**src/rtl/kmpq_pkg.sv**
```systemverilog
// Shared types and constants for the keyed max priority queue.
package kmpq_pkg;

    localparam int CAPACITY = 32;
    localparam int IDX_W    = $clog2(CAPACITY);
    localparam int CNT_W    = $clog2(CAPACITY + 1);
    localparam int KEY_W    = 16;
    localparam int SCORE_W  = 32;

    localparam logic [2:0] MODE_INSERT = 3'd0;
    localparam logic [2:0] MODE_REMOVE = 3'd1;
    localparam logic [2:0] MODE_ADD    = 3'd2;
    localparam logic [2:0] MODE_TOP    = 3'd3;
    localparam logic [2:0] MODE_LIST   = 3'd4;

    localparam logic [2:0] ST_OK       = 3'd0;
    localparam logic [2:0] ST_DUP      = 3'd1;
    localparam logic [2:0] ST_NOTFOUND = 3'd2;
    localparam logic [2:0] ST_EMPTY    = 3'd3;
    localparam logic [2:0] ST_FULL     = 3'd4;

    typedef struct packed {
        logic [2:0]                mode;
        logic [KEY_W-1:0]          entry_key;
        logic signed [SCORE_W-1:0] score_value;
    } t_in_req;

    typedef struct packed {
        logic [2:0]                status;
        logic [KEY_W-1:0]          result_key;
        logic signed [SCORE_W-1:0] result_score;
        logic                      last_of_run;
    } t_out_req;

    typedef struct packed {
        logic [KEY_W-1:0]          key;
        logic signed [SCORE_W-1:0] score;
    } t_entry;

    localparam int ENTRY_W = $bits(t_entry);

endpackage

```
**src/rtl/kmpq_ram.sv**
```systemverilog
// Generic simple dual-port RAM with registered read.
module kmpq_ram #(
    parameter int WIDTH = 8,
    parameter int DEPTH = 16
) (
    input  logic                     i_clk,
    input  logic                     i_we,
    input  logic [$clog2(DEPTH)-1:0] i_waddr,
    input  logic [WIDTH-1:0]         i_wdata,
    input  logic [$clog2(DEPTH)-1:0] i_raddr,
    output logic [WIDTH-1:0]         o_rdata
);

    logic [WIDTH-1:0] r_mem [DEPTH];
    logic [WIDTH-1:0] r_rdata;

    always_ff @(posedge i_clk) begin
        if (i_we) begin
            r_mem[i_waddr] <= i_wdata;
        end
        r_rdata <= r_mem[i_raddr];
    end

    assign o_rdata = r_rdata;

endmodule

```
**src/rtl/kmpq_cmp.sv**
```systemverilog
// Ordering compare: higher score first, equal scores by ascending key.
module kmpq_cmp (
    input  kmpq_pkg::t_entry i_a,
    input  kmpq_pkg::t_entry i_b,
    output logic             o_precedes
);

    always_comb begin
        if (i_a.score != i_b.score) begin
            o_precedes = (i_a.score > i_b.score);
        end else begin
            o_precedes = (i_a.key < i_b.key);
        end
    end

endmodule

```
**src/rtl/keyed_max_priority_queue_unit.sv**
```systemverilog
// Top level of the keyed max priority queue: sequencer, entry store and output register.
// Each request is taken only while the sequencer is idle; entries live in a RAM that is
// scanned one entry at a time, a read state then a check state, through a single ordering
// comparator. For N stored entries, list emits N results in order by one selection scan
// per result, and each candidate entry passes through one more compare state.
// A finished result waits in an output register while the next request is accepted.
module keyed_max_priority_queue_unit (
    input  logic               i_clk,
    input  logic               i_rst_n,
    input  logic               i_in_valid,
    output logic               o_in_stall,
    input  kmpq_pkg::t_in_req  i_in_req,
    output logic               o_out_valid,
    input  logic               i_out_stall,
    output kmpq_pkg::t_out_req o_out_req
);

    typedef enum logic [6:0] {
        S_IDLE = 7'b0000001,
        S_RD   = 7'b0000010,
        S_CHK  = 7'b0000100,
        S_CHK2 = 7'b0001000,
        S_FIN  = 7'b0010000,
        S_MV   = 7'b0100000,
        S_EMIT = 7'b1000000
    } t_state;

    t_state r_state, n_state;
    logic [kmpq_pkg::CNT_W-1:0] r_cnt, n_cnt, r_nlist, n_nlist;
    logic [kmpq_pkg::IDX_W-1:0] r_idx, n_idx, r_pos, n_pos;
    logic r_found, n_found, r_has_best, n_has_best;
    kmpq_pkg::t_in_req r_req, n_req;
    kmpq_pkg::t_entry  r_best, n_best, r_prev, n_prev;
    kmpq_pkg::t_out_req r_res, n_res, r_out, n_out;
    logic r_out_valid, n_out_valid;

    logic ram_we;
    logic [kmpq_pkg::IDX_W-1:0] ram_waddr, ram_raddr;
    kmpq_pkg::t_entry ram_wdata, cur;
    logic [kmpq_pkg::ENTRY_W-1:0] ram_rdata;
    kmpq_pkg::t_entry cmp_a, cmp_b;
    logic cmp_out;
    logic signed [kmpq_pkg::SCORE_W:0] sum;
    logic [kmpq_pkg::CNT_W-1:0] cnt_m1;
    logic scan_last;

    kmpq_ram #(
        .WIDTH(kmpq_pkg::ENTRY_W),
        .DEPTH(kmpq_pkg::CAPACITY)
    ) u_ram (
        .i_clk  (i_clk),
        .i_we   (ram_we),
        .i_waddr(ram_waddr),
        .i_wdata(ram_wdata),
        .i_raddr(ram_raddr),
        .o_rdata(ram_rdata)
    );

    assign cur = kmpq_pkg::t_entry'(ram_rdata);

    kmpq_cmp u_cmp (
        .i_a       (cmp_a),
        .i_b       (cmp_b),
        .o_precedes(cmp_out)
    );

    assign cnt_m1    = r_cnt - 1'b1;
    assign scan_last = ({1'b0, r_idx} == cnt_m1);
    assign sum = {cur.score[kmpq_pkg::SCORE_W-1], cur.score}
               + {r_req.score_value[kmpq_pkg::SCORE_W-1], r_req.score_value};

    always_comb begin
        // list: first check against the previous result, then against the best so far
        if (r_state == S_CHK && r_req.mode == kmpq_pkg::MODE_LIST) begin
            cmp_a = r_prev;
            cmp_b = cur;
        end else begin
            cmp_a = cur;
            cmp_b = r_best;
        end
    end

    always_comb begin
        n_state     = r_state;
        n_cnt       = r_cnt;
        n_nlist     = r_nlist;
        n_idx       = r_idx;
        n_pos       = r_pos;
        n_found     = r_found;
        n_has_best  = r_has_best;
        n_req       = r_req;
        n_best      = r_best;
        n_prev      = r_prev;
        n_res       = r_res;
        n_out       = r_out;
        n_out_valid = r_out_valid;
        ram_we      = 1'b0;
        ram_waddr   = r_pos;
        ram_wdata   = cur;
        ram_raddr   = r_idx;

        if (r_out_valid && !i_out_stall) begin
            n_out_valid = 1'b0;
        end

        unique case (r_state)
            S_IDLE: begin
                if (i_in_valid) begin
                    n_req      = i_in_req;
                    n_idx      = '0;
                    n_found    = 1'b0;
                    n_has_best = 1'b0;
                    n_nlist    = '0;
                    n_res      = '0;
                    n_res.last_of_run = 1'b1;
                    if (i_in_req.mode > kmpq_pkg::MODE_LIST) begin
                        n_state = S_IDLE;
                    end else if (r_cnt == '0) begin
                        if (i_in_req.mode == kmpq_pkg::MODE_INSERT) begin
                            n_state = S_FIN;
                        end else begin
                            n_res.status = kmpq_pkg::ST_EMPTY;
                            n_state      = S_EMIT;
                        end
                    end else begin
                        n_state = S_RD;
                    end
                end
            end
            S_RD: begin
                n_state = S_CHK;
            end
            S_CHK, S_CHK2: begin
                logic advance;
                advance = 1'b1;
                priority if (r_req.mode == kmpq_pkg::MODE_TOP || r_state == S_CHK2) begin
                    if (!r_has_best || cmp_out) begin
                        n_best     = cur;
                        n_has_best = 1'b1;
                    end
                end else if (r_req.mode == kmpq_pkg::MODE_LIST) begin
                    if (r_nlist == '0 || cmp_out) begin
                        n_state = S_CHK2;
                        advance = 1'b0;
                    end
                end else if (cur.key == r_req.entry_key) begin
                    n_found = 1'b1;
                    n_pos   = r_idx;
                    n_state = S_FIN;
                    advance = 1'b0;
                end else begin
                    // key differs: keep scanning
                    n_found = r_found;
                end
                if (advance) begin
                    if (scan_last) begin
                        n_state = S_FIN;
                    end else begin
                        n_idx   = r_idx + 1'b1;
                        n_state = S_RD;
                    end
                end
            end
            S_FIN: begin
                n_state = S_EMIT;
                unique case (r_req.mode)
                    kmpq_pkg::MODE_INSERT: begin
                        if (r_found) begin
                            n_res.status = kmpq_pkg::ST_DUP;
                        end else if (r_cnt >= kmpq_pkg::CNT_W'(kmpq_pkg::CAPACITY)) begin
                            n_res.status = kmpq_pkg::ST_FULL;
                        end else begin
                            ram_we    = 1'b1;
                            ram_waddr = r_cnt[kmpq_pkg::IDX_W-1:0];
                            ram_wdata = {r_req.entry_key, r_req.score_value};
                            n_cnt     = r_cnt + 1'b1;
                        end
                    end
                    kmpq_pkg::MODE_REMOVE: begin
                        if (!r_found) begin
                            n_res.status = kmpq_pkg::ST_NOTFOUND;
                        end else begin
                            // fetch the last entry to fill the hole
                            ram_raddr = cnt_m1[kmpq_pkg::IDX_W-1:0];
                            n_state   = S_MV;
                        end
                    end
                    kmpq_pkg::MODE_ADD: begin
                        if (!r_found) begin
                            n_res.status = kmpq_pkg::ST_NOTFOUND;
                        end else begin
                            ram_we = 1'b1;
                            ram_wdata.key = cur.key;
                            if (sum[kmpq_pkg::SCORE_W] != sum[kmpq_pkg::SCORE_W-1]) begin
                                ram_wdata.score = sum[kmpq_pkg::SCORE_W]
                                    ? {1'b1, {(kmpq_pkg::SCORE_W-1){1'b0}}}
                                    : {1'b0, {(kmpq_pkg::SCORE_W-1){1'b1}}};
                            end else begin
                                ram_wdata.score = sum[kmpq_pkg::SCORE_W-1:0];
                            end
                        end
                    end
                    default: begin
                        n_res.result_key   = r_best.key;
                        n_res.result_score = r_best.score;
                        n_res.last_of_run  = (r_req.mode == kmpq_pkg::MODE_TOP)
                                          || (r_nlist == cnt_m1);
                    end
                endcase
            end
            S_MV: begin
                ram_we  = 1'b1;
                n_cnt   = cnt_m1;
                n_state = S_EMIT;
            end
            S_EMIT: begin
                if (!r_out_valid || !i_out_stall) begin
                    n_out       = r_res;
                    n_out_valid = 1'b1;
                    if (r_res.last_of_run) begin
                        n_state = S_IDLE;
                    end else begin
                        // advance to the next rank of the listing
                        n_prev     = r_best;
                        n_nlist    = r_nlist + 1'b1;
                        n_has_best = 1'b0;
                        n_idx      = '0;
                        n_state    = S_RD;
                    end
                end
            end
            default: n_state = S_IDLE;
        endcase
    end

    always_ff @(posedge i_clk) begin
        if (!i_rst_n) begin
            r_state     <= S_IDLE;
            r_cnt       <= '0;
            r_out_valid <= 1'b0;
        end else begin
            r_state     <= n_state;
            r_cnt       <= n_cnt;
            r_out_valid <= n_out_valid;
        end
        r_nlist    <= n_nlist;
        r_idx      <= n_idx;
        r_pos      <= n_pos;
        r_found    <= n_found;
        r_has_best <= n_has_best;
        r_req      <= n_req;
        r_best     <= n_best;
        r_prev     <= n_prev;
        r_res      <= n_res;
        r_out      <= n_out;
    end

    assign o_in_stall  = (r_state != S_IDLE);
    assign o_out_valid = r_out_valid;
    assign o_out_req   = r_out;

endmodule

```
**config.mk**
```make
export PLATFORM = sky130hd
export DESIGN_NAME = keyed_max_priority_queue_unit
export DESIGN_NICKNAME = d
export VERILOG_FILES = /design/src/rtl/kmpq_pkg.sv /design/src/rtl/kmpq_ram.sv /design/src/rtl/kmpq_cmp.sv /design/src/rtl/keyed_max_priority_queue_unit.sv
export SDC_FILE = /design/constraint.sdc
export NUM_CORES = 2
export LEC_CHECK = 0
export CORE_MARGIN = 4
export CORE_UTILIZATION = 50
export CTS_CLUSTER_SIZE = 8
export DETAILED_ROUTE_END_ITERATION = 10
export DONT_BUFFER_PORTS = 1
export GPL_TIMING_DRIVEN = 1
export HOLD_SLACK_MARGIN = 0.03
export PLACE_DENSITY = 0.72
export SYNTH_ARGS = -nofsm -noshare
export SYNTH_HDL_FRONTEND = slang
export SYNTH_SLANG_ARGS = --single-unit
export TNS_END_PERCENT = 1
```
**constraint.sdc**
```tcl
create_clock -name i_clk -period 11.4 [get_ports i_clk]
set_input_delay 1.14 -clock i_clk [delete_from_list [all_inputs] [get_ports i_clk]]
set_output_delay 1.14 -clock i_clk [all_outputs]
set_load 0.005 [all_outputs]
```
# Word level (Yosys, flattened, before mapping)
# Memory sizes are Yosys's and may differ from the RTL's. A register that Yosys moved wholly into a read port is not among the register bits.
# Index checks and enable logic that the tools add are counted.
[totals]
ff_bits = 283
ram_bits = 1536
input_bits = 55
out_inout_bits = 54
word_cells = 189
n_memories = 1
[op_classes]
addsub = 5
n_lt_le_gt_ge = 4
eq_ne = 37
muxes = 81
bitwise = 3
reduce_logical = 35
[memory_table]
columns = ["memory", "words", "width", "rd", "rd_ports_with_merged_regs", "write_ports", "line_no", "text"]
rows = [
  ["u_ram.r_mem", 32, 48, 1, 1, 1, "kmpq_ram.sv:14", "logic [WIDTH-1:0] r_mem [DEPTH];"],
]
[op_table]
columns = ["cell", "n"]
rows = [
  ["48-bit 2-to-1 mux", 5],
  ["52-bit case mux with 2 select lines", 1],
  ["32-bit 2-to-1 mux", 3],
  ["48-bit case mux with 2 select lines", 1],
  ["7-bit 2-to-1 mux", 12],
  ["5-bit 2-to-1 mux", 13],
  ["52-bit 2-to-1 mux", 1],
  ["49-bit 2-to-1 mux", 1],
  ["7-bit case mux with 6 select lines", 1],
  ["6-bit 2-to-1 mux", 6],
  ["32-bit by 32-bit adder with 33-bit output", 1],
  ["32-bit > comparator", 1],
  ["32-bit != test", 1],
  ["2-bit != test, second input constant", 13],
  ["6-bit case mux with 2 select lines", 2],
  ["1-bit 2-to-1 mux", 22],
  ["16-bit == test", 1],
  ["16-bit < comparator", 1],
  ["5-bit case mux with 3 select lines", 1],
  ["5-bit AND reduction", 3],
  ["6-bit by 1-bit adder with 6-bit output, second input constant", 2],
  ["6-bit zero test", 2],
  ["4-bit != test, second input constant", 3],
  ["4-bit AND reduction", 3],
  ["other kinds (38)", 65],
]

# Logic depth before layout (Yosys ltp)
[depth]
word_depth = 12
ltp_mapped = 17
mapped_depth_nobuf = 16

# By module
# Synthesis repeated with hierarchy kept, for this count alone.
[unflattened]
hier_cells = 4565
area_unflattened_um2 = 75770.2
[modules_own_cells]
columns = ["mod", "instances", "cells_per_inst", "area_each_um2", "seq_area_each_um2"]
rows = [
  ["kmpq_ram", 1, 3364, 60724.5, 47085.2],
  ["keyed_max_priority_queue_unit", 1, 1037, 13834.5, 8358.0],
  ["kmpq_cmp", 1, 164, 1211.2, 0.0],
]

# Worst setup path after synthesis
# OpenSTA, ideal clock, no wires.
[synth_path]
path_kind = "register -> register"
startpoint = "reg r_req[48] (netlist name)"
endpoint = "reg r_has_best, enable pin"
setup_ns = 0.304
arrival_time_ns = 7.659
required_ns = 11.096
setup_slack_ns = 3.437
path_stages_with_launch = 17
n_path_buf = 3
period_less_slack_ns = 7.963
cell_sequence = "edfxtp_1 > clkbuf_1 > nor3b_1 > nand3_1 > clkbuf_1 > buf_1 > mux2_2 > ha_1 > a21oi_1 > nor2_1 > a2111oi_0 > a31oi_1 > a2111oi_0 > mux2i_1 > a31oi_1 > a211oi_1 > o21ba_2"
[synth_via]
elab_chain_cells = 8
word_cells_on_any_way = 14
cone_classes = "order compare: 2; eq/ne: 5; mux: 3; reduce/logical: 4"
[synth_rtl]
columns = ["element", "line_no", "text"]
rows = [
  ["start, declared", "keyed_max_priority_queue_unit.sv:32", "kmpq_pkg::t_in_req r_req, n_req;"],
  ["start signal, assigned", "keyed_max_priority_queue_unit.sv:251", "r_req <= n_req;"],
  ["3-bit == test", "keyed_max_priority_queue_unit.sv:74", "if (r_state == S_CHK && r_req.mode == kmpq_pkg::MODE_LIST) begin"],
  ["1-bit logical AND", "keyed_max_priority_queue_unit.sv:74", ""],
  ["48-bit 2-to-1 mux", "keyed_max_priority_queue_unit.sv:74", ""],
  ["32-bit > comparator, or another cell as far along", "kmpq_cmp.sv:10", "o_precedes = (i_a.score > i_b.score);"],
  ["1-bit 2-to-1 mux", "kmpq_cmp.sv:9", "if (i_a.score != i_b.score) begin"],
  ["1-bit logical OR", "keyed_max_priority_queue_unit.sv:137", "if (!r_has_best || cmp_out) begin"],
  ["2-bit != test (no line)", "--", ""],
  ["6-bit AND reduction (no line) (*)", "--", ""],
  ["end signal, assigned", "keyed_max_priority_queue_unit.sv:250", "r_has_best <= n_has_best;"],
  ["end, declared", "keyed_max_priority_queue_unit.sv:31", "logic r_found, n_found, r_has_best, n_has_best;"],
]
# Mark *: on every way between the ends. The rest lies on a longest branch, timed or not.
# A chain may end at the register's enable or synchronous reset.

# Final worst setup path
[layout_path]
startpoint = "reg r_req[49] (netlist name)"
endpoint = "reg r_best[46] (netlist name), enable pin"
[layout_via]
elab_chain_cells = 7
word_cells_on_any_way = 12
cone_classes = "order compare: 2; eq/ne: 3; mux: 3; reduce/logical: 4"
[layout_rtl]
columns = ["element", "line_no", "text"]
rows = [
  ["3-bit == test", "keyed_max_priority_queue_unit.sv:74", ""],
  ["1-bit logical AND", "keyed_max_priority_queue_unit.sv:74", ""],
  ["48-bit 2-to-1 mux", "keyed_max_priority_queue_unit.sv:74", ""],
  ["32-bit > comparator, or another cell as far along", "kmpq_cmp.sv:10", ""],
  ["1-bit 2-to-1 mux", "kmpq_cmp.sv:9", ""],
  ["1-bit logical OR", "keyed_max_priority_queue_unit.sv:137", ""],
  ["3-bit AND reduction (no line) (*)", "--", ""],
  ["end signal, assigned", "keyed_max_priority_queue_unit.sv:252", "r_best <= n_best;"],
  ["end, declared", "keyed_max_priority_queue_unit.sv:33", "kmpq_pkg::t_entry r_best, n_best, r_prev, n_prev;"],
]
# Marked as above.

==> results.ini <==
[synth]
synth_edf_count = 1805
synth_top_cell_area_share_pct = 72.16
synth.ff_latch_count = 1867
avgSynthCellArea_um2 = 14.22
synth_top_cell_by_area = edfxtp_1
yosysSeqAreaShare_pct = 73.82
synth.area.top_cells = edfxtp_1, nand2_1, mux2i_1, nand3_1, a32oi_1
synth_nets = 5423
ys_warn_count = 0
syn_inst = 5281
yosysUniqueCellTypes = 78
synth_ff_type = edfxtp_1
synth.cell_area_mm2 = 0.07511
synthArstFlopShare_pct = 0

[setup_path]
arrival_ps = 7130
crit_chain = nor3b_1, nand3_4, buf_4, mux2_2, ha_1, a21oi_1, nor2_1, a2111oi_0, a31oi_1, a2111oi_0, mux2i_1, a31oi_1, a211oi_4, buf_4
crit_fanout = 64
cp_data_required_time_ps = 11880
reg2reg_depth = 14
max_stage_delay_ps = 800
cp_slowest_cell = nor3b_1
critical_path_class = flip-flop to flip-flop
crit_path_start_kind = flip-flop
cp-end-kind = flip-flop

[routing]
drc_errors = 0
via_per_inst = 6.225
wirelength_um = 203200
vias = 46740
met1Wirelength_um = 78320
wl_met3_um = 23980
wl_per_cell_um = 27.07
top_layer = met5
wl_met2_um = 93480
first_pass_iters = 7
drt_iter0_markers = 6981
ant_nets = 0

[final_layout]
layout-drive-gt1-share_pct = 10.62
fin_nets = 5508
area_growth_pct = 13.62
post-route-util_pct = 57.45
fill_cells = 11170

[power_and_ir_drop]
p_per_area_mw_per_mm2 = 222.9
p_leak_nw = 28.62
ir_drop_v = 0.0001606

[die]
design.die.area_mm2 = 0.1565
start_util_pct = 50.56
ios = 109
std_cell_rows = 141
dieHeight_um = 395.6
coreArea_mm2 = 0.1485
fp.dieW_um = 395.6

[placed_design]
gp_congestion = 0.9021
post-dp-hpwl_um = 103800
portBuffers = 0

[timing]
fmax_mhz = 150.5
rsz0062_at_grt = no
hold_violations = 0
final.period_utilization_pct = 58.29
max_slew_margin_pct = 8.291
finClkSkew_ps = 43.76
worstMarginPinSlew_ps = 1376
tns_ps = 0
slew_violations = 0
setup_viol = 0
layout_min_cycle_time_ps = 6645

[clocking]
path_clk_slew_ps = 50
cts.sinks = 1867
cts_tree = built
clock_path_buffers = 4
clock_latency_ps = 880
post_cts_buffers = 0
htree_levels = 5
cts_root_buf = clkbuf_16
cts_hold_buf = 0
cts_resized = 0
numCtsBuffers = 284

[worst_hold_path]
hold_class = input pin to flip-flop
whs_path_depth = 0

[grt]
grt_pass1_wl_um = 295100
grt_pass1_vias = 44590
antenna_found_initial = 27
gr-total-overflow = 0
grt_usage_pct = 25.36
grt_max_degree = 153

[status]
status = finished, final reports clean

[run]
cap_violations = 0

-- stage by stage --
step | setup WS (ps) | std cells | total power, mW | cell area, µm² | hold slack [ps]
3_5_place_dp | 4872 | 7082 | 11.69 | 77490 | 404.5
4_1_cts | 4826 | 7500 | 19.05 | 85320 | 300.2
5_1_grt | 4330 | 7503 | 19.69 | 85330 | 320.6
2_1_floorplan | 3437 | 5281 | 10.63 | 75110 | 400.3
6_report | 4755 | 7508 | 19.02 | 85340 | 358.3
3_3_place_gp | 4839 | 7082 | 11.62 | 77490 | 401.0
-- cell type report --
cell class / count / area [µm²] / share of cell area [%]
diodes: 8 / 20.02 / 0.02346
clock buffers: 407 / 7716 / 9.042
clock inverters: 11 / 116.4 / 0.1364
inverters: 18 / 67.56 / 0.07917
multi-input cells: 3092 / 18640 / 21.84
flip-flops and latches: 1867 / 55440 / 64.97
well taps: 2002 / 2505 / 2.935
repair buffers: 103 / 835.8 / 0.9794
-- synth_stat cells, types with 38 or more instances --
cell      number
edfxtp_1    1805
nor4_2        38
a21oi_1       52
xnor2_1       52
mux2i_1      242
a31oi_1      204
dfxtp_1       62
ha_1          86
and2_1        63
a32oi_1      193
nand3_1      412
o21ai_0       61
mux2_2        49
clkbuf_1     103
nand2_1     1261
nor2_1       106
buf_2        160
-- worst paths after layout --
check / start / to / slack (ps)
worst min register to register: r_res[32]$_SDFFCE_PN0P_ / o_out_req[32]$_DFFE_PP_ / 410
worst min-delay path: i_in_req[49] / r_req[49]$_DFFE_PP_ / 360
worst max-delay path: r_req[49]$_DFFE_PP_ / r_best[46]$_DFFE_PP_ / 4760
worst max register to register: r_req[49]$_DFFE_PP_ / r_best[46]$_DFFE_PP_ / 4760
-- flip-flops by register name, summed over array words and instances, names as in the netlist --
name / cells
r_res: 52
r_has_best: 1
r_cnt: 6
r_state: 7
o_out_req: 52
r_idx: 5
u_ram.o_rdata: 48
r_prev: 48
r_found: 1
o_out_valid: 1
u_ram.r_mem: 1536
r_best: 48
r_pos: 5
r_req: 51
r_nlist: 6
-- worst max-delay path, delay by kind of cell, from the launching register on --
family / cells / cell delay, ps
AO/OA/AOI/OAI: 6 / 1770
adder cells (fa/ha/maj): 1 / 290
buffers and inverters: 2 / 1220
flip-flops: 1 / 650
multiplexers: 2 / 760
AND/OR/NAND/NOR: 3 / 1500
-- report_power, final --
| part | internal (mW) | leakage [nW] | switching [mW] |
|---|---|---|---|
| sequential | 8.40 | 16.7 | 0.255 |
| combinational | 0.843 | 8.10 | 2.15 |
| clock | 4.63 | 3.78 | 2.75 |
| total | 13.9 | 28.6 | 5.15 |
-- layout by cell type (no fill, tap or decap), types with 16 or more instances in the layout --
cell type  synthesis  final
o21ai_0           61     30
a22oi_1           32     32
a32oi_1          193    193
clkbuf_1         103    115
nor3_1            17     17
xnor2_1           52     52
a21o_1            21     20
ha_1              86     86
nor2_4             1     33
inv_1             17     16
mux2i_1          242    242
o21ai_2            0     22
dfxtp_1           62     62
and2_1            63     61
nor4_1            21     20
a31oi_1          204    200
edfxtp_1        1805   1805
nand2_1         1261   1261
nor4_2            38     39
nand4_1           19     19
xor2_1            16     16
mux2_2            49     49
buf_4             23     98
nor2_1           106     74
nand3_1          412    411
a21oi_1           52     50
clkbuf_16          0    290
-- logic make-up (layout without fill, tap and decap cells) --
logic type	after synthesis	after routing	synth area share, %
AND/OR/NAND/NOR	2005	2005	11.87
flip-flops	1867	1867	73.82
AO/OA/AOI/OAI	640	640	6.060
buffers and inverters	322	539	2.021
multiplexers	291	291	3.960
adder cells (fa/ha/maj)	87	87	1.459
XOR/XNOR	69	69	0.8146
other	0	8	0
-- metal layers --
layer / vias up / GRT usage [%]
li1: 20130 / -
met1: 23100 / 35.17
met2: 2975 / 39.16
met3: 529 / 5.989
met4: 12 / 9.745
met5: - / 0
No activity file was read; power rests on OpenSTA's default activity.
